<file path="config.mk">
export PLATFORM = sky130hd
export DESIGN_NAME = midi_message_parser
export DESIGN_NICKNAME = d
export VERILOG_FILES = /design/src/hw/rtl/mmp_pkg.sv /design/src/hw/rtl/mmp_core.sv /design/src/hw/rtl/midi_message_parser.sv
export SDC_FILE = /design/constraint.sdc
export NUM_CORES = 1
export LEC_CHECK = 0
export BUFFER_PORTS_ARGS = -buffer_cell sky130_fd_sc_hd__buf_4
export CORE_MARGIN = 5
export CORE_UTILIZATION = 50
export CTS_CLUSTER_DIAMETER = 50
export CTS_CLUSTER_SIZE = 30
export DETAILED_ROUTE_END_ITERATION = 10
export GPL_ROUTABILITY_DRIVEN = 0
export PLACE_DENSITY = 0.76
export SETUP_SLACK_MARGIN = 0.05
export SKIP_CTS_REPAIR_TIMING = 1
export SYNTH_ARGS = -nofsm -noshare
export SYNTH_HDL_FRONTEND = slang
export SYNTH_HIERARCHICAL = 1
export SYNTH_SLANG_ARGS = --single-unit
</file>
<file path="constraint.sdc">
create_clock -name aclk -period 6.2 [get_ports aclk]
set_input_delay 0.93 -clock aclk [delete_from_list [all_inputs] [get_ports aclk]]
set_output_delay 0.93 -clock aclk [all_outputs]
set_load 0.1 [all_outputs]
</file>
<file path="src/hw/rtl/mmp_pkg.sv">
// Shared types and code constants for the MIDI message parser.
package mmp_pkg;

    localparam int BYTE_W = 8;
    localparam int MSG_W  = 48;

    // Bits 6:4 of a channel or system status byte.
    localparam logic [2:0] HI_NOTE_OFF  = 3'd0;
    localparam logic [2:0] HI_NOTE_ON   = 3'd1;
    localparam logic [2:0] HI_CC        = 3'd3;
    localparam logic [2:0] HI_PROGRAM   = 3'd4;
    localparam logic [2:0] HI_CHANPRESS = 3'd5;
    localparam logic [2:0] HI_BEND      = 3'd6;
    localparam logic [2:0] HI_SYSTEM    = 3'd7;

    // Low nibble of a system status byte.
    localparam logic [3:0] SYS_SYSEX    = 4'h0;
    localparam logic [3:0] SYS_TIMECODE = 4'h1;
    localparam logic [3:0] SYS_SONGPOS  = 4'h2;
    localparam logic [3:0] SYS_SONGSEL  = 4'h3;

    localparam logic [7:0] VENDOR_CONNTEST = 8'hF1;

    // Message kinds reported on the result channel.
    localparam logic [3:0] KIND_SYSEX    = 4'd7;
    localparam logic [3:0] KIND_CONNTEST = 4'd8;
    localparam logic [3:0] KIND_TIMECODE = 4'd9;
    localparam logic [3:0] KIND_SONGPOS  = 4'd10;
    localparam logic [3:0] KIND_SONGSEL  = 4'd11;
    localparam logic [3:0] KIND_SYSBYTE  = 4'd12;
    localparam logic [3:0] KIND_STRAY    = 4'd13;

    // Decoded message; the first member sits in the highest bits.
    typedef struct packed {
        logic signed [5:0] octave;
        logic [3:0]        pitch_class;
        logic [13:0]       wide_value;
        logic [7:0]        second_data;
        logic [7:0]        first_data;
        logic [3:0]        channel;
        logic [3:0]        kind;
    } msg_t;

endpackage

</file>
<file path="src/hw/rtl/mmp_core.sv">
// Running-status parse state and combinational message decode.
module mmp_core
    import mmp_pkg::*;
(
    input  logic              aclk,
    input  logic              aresetn,
    input  logic              byte_valid,
    input  logic [BYTE_W-1:0] byte_in,
    input  logic              advance,
    output logic              res_valid,
    output msg_t              res_msg
);

    logic [7:0] running_status_reg, running_status_next;
    logic [7:0] pending_status_reg, pending_status_next;
    logic [1:0] bytes_needed_reg, bytes_needed_next;
    logic [7:0] held_data_reg, held_data_next;

    function automatic logic [1:0] data_count(input logic [7:0] st);
        logic [1:0] n;
        n = 2'd2;
        if (st[6:4] inside {HI_PROGRAM, HI_CHANPRESS}) begin
            n = 2'd1;
        end else if (st[6:4] == HI_SYSTEM) begin
            case (st[3:0])
                SYS_SYSEX, SYS_TIMECODE, SYS_SONGSEL: n = 2'd1;
                SYS_SONGPOS: n = 2'd2;
                default: n = 2'd0;
            endcase
        end
        return n;
    endfunction

    function automatic msg_t emit_msg(input logic [7:0] st, input logic [7:0] d1,
                                      input logic [7:0] d2);
        msg_t       m;
        logic [15:0] prod;
        logic [4:0]  quot;
        logic [7:0]  q12;
        logic [7:0]  rem;
        m = '0;
        m.first_data = d1;
        // Division by twelve as a multiply by 171/2048, exact for byte inputs.
        prod = {8'b0, d1} * 16'd171;
        quot = prod[15:11];
        q12  = {3'b0, quot} * 8'd12;
        rem  = d1 - q12;
        if (st[6:4] != HI_SYSTEM) begin
            m.kind    = {1'b0, st[6:4]};
            m.channel = st[3:0];
            if (!(st[6:4] inside {HI_PROGRAM, HI_CHANPRESS})) begin
                m.second_data = d2;
            end
            if (st[6:4] == HI_CC) begin
                m.first_data = {1'b0, d1[6:0]};
            end
            if (st[6:4] == HI_BEND) begin
                m.wide_value = {d2[6:0], d1[6:0]};
            end
            if (st[6:4] inside {HI_NOTE_OFF, HI_NOTE_ON}) begin
                m.pitch_class = rem[3:0];
                m.octave      = {1'b0, quot} - 6'd1;
            end
        end else begin
            case (st[3:0])
                SYS_SYSEX: m.kind = (d1 == VENDOR_CONNTEST) ? KIND_CONNTEST : KIND_SYSEX;
                SYS_TIMECODE: m.kind = KIND_TIMECODE;
                SYS_SONGPOS: begin
                    m.kind        = KIND_SONGPOS;
                    m.second_data = d2;
                    m.wide_value  = {d2[6:0], d1[6:0]};
                end
                SYS_SONGSEL: m.kind = KIND_SONGSEL;
                default: begin
                    m.kind       = KIND_SYSBYTE;
                    m.first_data = {4'b0, st[3:0]};
                end
            endcase
        end
        return m;
    endfunction

    always_comb begin
        logic [1:0] n;
        running_status_next = running_status_reg;
        pending_status_next = pending_status_reg;
        bytes_needed_next   = bytes_needed_reg;
        held_data_next      = held_data_reg;
        res_valid           = 1'b0;
        res_msg             = '0;
        n                   = 2'd0;
        if (bytes_needed_reg != 2'd0) begin
            n = data_count(pending_status_reg);
            if (bytes_needed_reg >= 2'd2) begin
                held_data_next    = byte_in;
                bytes_needed_next = 2'd1;
            end else begin
                bytes_needed_next = 2'd0;
                res_valid         = byte_valid;
                if (n >= 2'd2) begin
                    res_msg = emit_msg(pending_status_reg, held_data_reg, byte_in);
                end else begin
                    res_msg = emit_msg(pending_status_reg, byte_in, 8'd0);
                end
            end
        end else if (byte_in[7]) begin
            running_status_next = (byte_in[7:4] == 4'hF) ? 8'd0 : byte_in;
            pending_status_next = byte_in;
            n = data_count(byte_in);
            if (n == 2'd0) begin
                res_valid = byte_valid;
                res_msg   = emit_msg(byte_in, 8'd0, 8'd0);
            end else begin
                bytes_needed_next = n;
            end
        end else if (running_status_reg[7]) begin
            pending_status_next = running_status_reg;
            n = data_count(running_status_reg);
            if (n >= 2'd2) begin
                held_data_next    = byte_in;
                bytes_needed_next = 2'd1;
            end else begin
                res_valid = byte_valid;
                res_msg   = emit_msg(running_status_reg, byte_in, 8'd0);
            end
        end else begin
            res_valid          = byte_valid;
            res_msg.kind       = KIND_STRAY;
            res_msg.first_data = byte_in;
        end
    end

    always_ff @(posedge aclk) begin
        if (!aresetn) begin
            running_status_reg <= 8'd0;
            pending_status_reg <= 8'd0;
            bytes_needed_reg   <= 2'd0;
            held_data_reg      <= 8'd0;
        end else if (advance) begin
            running_status_reg <= running_status_next;
            pending_status_reg <= pending_status_next;
            bytes_needed_reg   <= bytes_needed_next;
            held_data_reg      <= held_data_next;
        end
    end

`ifndef ASSERT_OFF
    a_needed_range: assert property (@(posedge aclk) disable iff (!aresetn)
        bytes_needed_reg != 2'd3)
        else $error("Data byte count out of range.");

    a_running_is_channel: assert property (@(posedge aclk) disable iff (!aresetn)
        running_status_reg == 8'd0 ||
        (running_status_reg[7] && running_status_reg[7:4] != 4'hF))
        else $error("Running status holds a non-channel byte.");

    a_pending_is_status: assert property (@(posedge aclk) disable iff (!aresetn)
        bytes_needed_reg != 2'd0 |-> pending_status_reg[7])
        else $error("Collecting data without a status byte.");
`endif

endmodule

</file>
<file path="src/hw/rtl/midi_message_parser.sv">
// Top level of the MIDI message parser: input register, parser, result register.
//
// The slave channel takes one MIDI stream byte per request on s_tdata.
// The master channel gives one decoded message per request on m_tdata.
// Status bytes that start a message and the first data byte of a
// two-byte message give no result; the byte that completes a message,
// a data-free system status byte and a stray data byte give one.
// A byte accepted into the input register is parsed from there, and its
// result is loaded into the result register, from which the result is
// offered on the master channel.
// One byte is accepted every cycle as long as the result channel takes
// its requests; the input register and the result register are the two
// pipeline stages.
// When the receiver stalls, a byte that needs to deliver a result waits
// in the input register while s_tready stays high for as long as that
// register is empty; bytes that produce no result keep moving.
// Reset clears running status, the pending message and both valid flags.
module midi_message_parser
    import mmp_pkg::*;
(
    input  logic              aclk,
    input  logic              aresetn,
    input  logic              s_tvalid,
    output logic              s_tready,
    input  logic [BYTE_W-1:0] s_tdata,  // [7:0] rx_byte
    output logic              m_tvalid,
    input  logic              m_tready,
    // [3:0] kind, [7:4] channel, [15:8] first_data, [23:16] second_data,
    // [37:24] wide_value, [41:38] pitch_class, [47:42] octave
    output logic [MSG_W-1:0]  m_tdata
);

    logic              in_valid_reg;
    logic [BYTE_W-1:0] in_byte_reg;
    logic              out_valid_reg;
    msg_t              out_msg_reg;
    logic              out_free;
    logic              advance;
    logic              res_valid;
    msg_t              res_msg;

    mmp_core u_core (
        .aclk       (aclk),
        .aresetn    (aresetn),
        .byte_valid (in_valid_reg),
        .byte_in    (in_byte_reg),
        .advance    (advance),
        .res_valid  (res_valid),
        .res_msg    (res_msg)
    );

    assign out_free = !out_valid_reg || m_tready;
    assign advance  = in_valid_reg && (!res_valid || out_free);
    assign s_tready = !in_valid_reg || advance;
    assign m_tvalid = out_valid_reg;
    assign m_tdata  = out_msg_reg;

    always_ff @(posedge aclk) begin
        if (!aresetn) begin
            in_valid_reg <= 1'b0;
        end else if (s_tready) begin
            in_valid_reg <= s_tvalid;
        end
    end

    always_ff @(posedge aclk) begin
        if (s_tready) begin
            in_byte_reg <= s_tdata;
        end
    end

    always_ff @(posedge aclk) begin
        if (!aresetn) begin
            out_valid_reg <= 1'b0;
        end else if (out_free) begin
            out_valid_reg <= advance && res_valid;
        end
    end

    always_ff @(posedge aclk) begin
        if (out_free && advance && res_valid) begin
            out_msg_reg <= res_msg;
        end
    end

`ifndef ASSERT_OFF
    a_result_loaded: assert property (@(posedge aclk) disable iff (!aresetn)
        advance && res_valid |=> out_valid_reg)
        else $error("Parsed message was not loaded into the result register.");

    a_kind_range: assert property (@(posedge aclk) disable iff (!aresetn)
        out_valid_reg |-> out_msg_reg.kind <= KIND_STRAY)
        else $error("Result carries an unknown message kind.");

    a_no_overwrite: assert property (@(posedge aclk) disable iff (!aresetn)
        out_valid_reg && !m_tready |-> !(advance && res_valid))
        else $error("Pending result would be overwritten.");
`endif

endmodule

</file>
# After elaboration in Yosys (flattened, before gate mapping)
# Index checks and enable logic that the tools add are counted.
[op_classes] mul=4 n_eq_ne=33 mux=83 reduce_logical=39 bitwise_logic=1 addsub=4 n_lt_le_gt_ge=3
[ops] operator="$mux W48" n=6
[ops] operator="$mux W8" n=13
[ops] operator="$mux W10" n=8
[ops] operator="$pmux W4 S4" n=4
[ops] operator="$mux W30" n=2
[ops] operator="$mux W4" n=12
[ops] operator="$mux W7" n=5
[ops] operator="$mux W2" n=17
[ops] operator="$eq A3 B3 Y1 const B" n=11
[ops] operator="$mul A8 B8 Y16 const B" n=2
[ops] operator="$mux W32" n=1
[ops] operator="$mux W15" n=2
[ops] operator="$eq A4 B2 Y1 const B" n=6
[ops] operator="$mux W23" n=1
[ops] operator="$mux W22" n=1
[ops] operator="$reduce_bool A2 Y1" n=10
[ops] operator="$eq A8 B8 Y1 const B" n=2
[ops] operator="$mux W14" n=1
[ops] operator="$eq A4 B1 Y1 const B" n=3
[ops] operator="$logic_not A4 Y1" n=3
[ops] operator="$pmux W2 S2" n=3
[ops] operator="$reduce_or A4 Y1" n=3
[ops] operator="$sub A5 B1 Y6 const B" n=2
[ops] operator="$mul A5 B2 Y2 const B" n=2
[ops] operator="21 further kinds" n=47
[word_totals] reg_bits=83 out_inout_bits=50 inputBits=12

# Logic depth before layout (Yosys ltp)
[logic_depth] depth_word=18 ltp_mapped=17 depth_no_buf=17

# Hierarchy
# The synthesis kept the hierarchy.
[modules_own_cells] module="mmp_core" area_per_inst_um2=3399.5 seq_area_each_um2=500.5 cells_per_inst=441 n_inst=1
[modules_own_cells] module="midi_message_parser" area_per_inst_um2=1781.7 seq_area_each_um2=1721.7 cells_per_inst=67 n_inst=1

# Least setup slack after synthesis
# OpenSTA, ideal clock, no wires.
[synth_timing] kind="flip-flop to flip-flop" start="reg u_core.held_data_reg[3]" end="reg out_msg_reg, in the netlist m_tdata[46] (data pin)" path_stages_with_launch=18 arrival_time_ns=4.242 period_less_slack_ns=4.505 setup_ns=0.263 required_time_ns=5.937 n_path_buf=0 path_slack_ns=1.695 path_cell_list="dfxtp_1 > ha_1 > fa_1 > fa_1 > inv_1 > fa_1 > inv_1 > ha_1 > and3_1 > a221oi_2 > o21ai_2 > a21oi_1 > xor2_1 > ha_1 > nand3_1 > mux2i_1 > xor2_1 > nor2_1"
[synth_rtl] item="start: declaration" line="mmp_core.sv:17" text="logic [7:0] held_data_reg, held_data_next;"
[synth_rtl] item="start signal: assignment" line="mmp_core.sv:143" text="held_data_reg <= held_data_next;"
[synth_rtl] item="end signal: assignment" line="midi_message_parser.sv:82" text="out_msg_reg <= res_msg;"
[synth_rtl] item="end: declaration" line="midi_message_parser.sv:36" text="msg_t out_msg_reg;"

==> impl_metrics.toml <==
[status]
status = "complete, no violations"

[floorplanning]
die_w_um = 112
fp-row-count = 37
dieArea_um2 = 12500
io_pins = 62
die_h_um = 112
coreArea_um2 = 10200
initial_core_util_pct = 50.6

[layout]
fin_cells = 701
layout_commonest_cell = "buf_4"
layout_common_cells = "buf_4, edfxtp_1, inv_1"
area_growth_syn_to_layout_pct = 14.2
largest_reg_flops = 48
fin_nets = 633
fillers = 853
antennaDiodeCount = 0
layout-drive-gt1-share_pct = 18.2

[yosys]
synth_edf_count = 56
syn_nets = 581
synth_seq_cells = 83
ys_seq_area_share_pct = 42.9
yosys.area.top_type = "edfxtp_1"
syn_inst = 508
ys_async_sr_fraction_pct = 0
syn-cell-area_um2 = 5180
synth_area_per_cell_um2 = 10.2
synth-main-ff-cell = "edfxtp_1"
ys_warn_count = 6
synth_cell_types = 63
synth.area.top_cells = "edfxtp_1, ha_1, dfxtp_1"
synth_top_area_share_pct = 32.5

[global_route]
antenna_found_initial = 0
grt_usage_pct = 18.2
grt_max_degree = 49
grt_pass1_vias = 3746
grt_overflow_total = 0
grt_pass1_wl_um = 18500

[timing]
setup_tns_ps = 0
tightest_slew_ps = 1090
period_needed_ps = 4960
finalSetupViolCount = 0
rsz0062_at_grt = "false"
finalCritPeriodShare_pct = 80.1
drv_slew = 0
fin_skew_ps = 11.0
hold_violations = 0
max_slew_margin_pct = 27.1
fmax_mhz = 201
fin_hold_ws_ps = 522

[critical_path]
crit_path_end_kind = "flip-flop"
cp_data_required_time_ps = 6310
reg2reg_to = "m_tdata[46]"
cp.arrival_ps = 5070
max_stage_delay_ps = 530
worst_r2r_path_depth = 17
r2r_start = "u_core/held_data_reg[3]"
r2r_slack_ps = 1240
crit_start = "u_core/held_data_reg[3]"
critical_path.endpoint = "m_tdata[46]"
cp-start-kind = "flip-flop"
crit_fanout = 9
crit_slowest_cell = "dfxtp_1"
path_cells = "ha_1, fa_1, fa_1, inv_1, fa_1, inv_1, ha_1, and3_1, a221oi_2, o21ai_2, a21oi_1, xor2_1, ha_1, nand3_1, mux2i_1, xor2_1, nor2_1"
worstSetupPathType = "flip-flop to flip-flop"

[power]
switchingPower_uw = 340
p_leak_uw = 0.00266
p_sw_share_pct = 29.7
comb_power_share_pct = 12.1
p_clk_share_pct = 33.0
total_power_uw = 1150
powerDensity_nw_per_um2 = 194
ir_drop_v = 0.000117
seqPwrFrac_pct = 54.9
internal_power_uw = 805

[place]
dp.cells = 685
portBuffers = 61
place_hpwl_um = 8230

[flow_run]
cap_violations = 0

[clock_tree]
insertion_delay_ps = 370
cts_root_buffer = "clkbuf_8"
clock_path_buffers = 2
cts_tree = "done"
numCtsBuffers = 9
htreeDepth = 3
cts_sinks = 83
path_clk_slew_ps = 90

[route]
routed_wl_um = 11200
ant_nets = 0
wire_per_inst_um = 16.0
dr.pass1.iters = 5
drtIter0Drc = 364
drc = 0
vias = 3936
via_per_inst = 5.61

[hold_path]
hp-class = "flip-flop to flip-flop"
## logic make-up (layout without fill, tap and decap cells)
family,count (synthesis),after routing,synth area share (%)
adder cells (fa/ha/maj),61,61,16.5
multiplexers,8,8,1.55
flip-flops,83,83,42.9
XOR/XNOR,11,11,2.00
AO/OA/AOI/OAI,101,101,14.0
buffers and inverters,73,130,5.77
AND/OR/NAND/NOR,171,171,17.3
## worst min path at each step
stage,start,end,slack (ps),cells after the start
4_1_cts,u_core/running_status_reg[6],u_core/running_status_reg[6],520,2
3_3_place_gp,u_core/running_status_reg[6],u_core/running_status_reg[6],500,2
3_5_place_dp,u_core/running_status_reg[6],u_core/running_status_reg[6],510,2
6_report,u_core/running_status_reg[6],u_core/running_status_reg[6],520,2
5_1_grt,m_tvalid,m_tvalid,550,2
2_1_floorplan,u_core/running_status_reg[6],u_core/running_status_reg[6],480,2
## worst max-delay path, delay by kind of cell (launching register included)
kind                     cells  cell delay (ps)
AO/OA/AOI/OAI                3              680
multiplexers                 1              210
adder cells (fa/ha/maj)      6             2410
flip-flops                   1              530
AND/OR/NAND/NOR              3              360
XOR/XNOR                     2              420
buffers and inverters        2              100
## layer usage
metal  track usage [%]  vias up  routed length, um
met5                 0        -                  0
met2              28.3      183               5150
li1                  -     1902                  -
met4              6.49        0                210
met1              25.1     1824               4830
met3              3.97       27               1010
## power groups by stage
stage	Clock, uW	Combinational, uW	Sequential [uW]
global route	411	150	631
CTS	385	137	628
global placement	0	134	640
finish	379	138	629
detailed placement	0	137	641
floorplan	0	82.2	658
## layout make-up
class                      count  area, um2  area share (%)
tap                          136        170            2.88
inverter                      52        195            3.30
clock inverter                 7       71.3            1.21
sequential                    83       2220            37.6
timing repair buffer          62        465            7.87
multi-input combinational    352       2670            45.1
clock buffer                   9        124            2.09
## Yosys cell counts (4+ instances only)
cell,number
dfxtp_1,27
edfxtp_1,56
nand2_1,49
o211a_1,8
nor2b_1,5
and2_1,25
nor2_1,26
fa_1,12
o21ai_2,10
a22o_1,6
mux2i_1,8
nand3_1,22
inv_1,52
and3_1,8
xnor2_1,6
o21ai_0,21
nand2b_1,4
a31oi_1,7
a21oi_1,13
a21boi_0,9
ha_1,49
xor2_1,4
clkbuf_1,15
o211ai_1,7
nor3_1,7
## stage by stage
step | worst slack, ps | util [%] | cell area (um2)
final | 1240 | 57.8 | 5920
after global routing | 955 | 57.8 | 5920
after CTS | 1250 | 57.8 | 5920
after detailed placement | 1260 | 55.9 | 5720
after global placement | 1510 | 55.9 | 5720
after floorplan | 1690 | - | 5180
(Power assumes the default switching activity.)
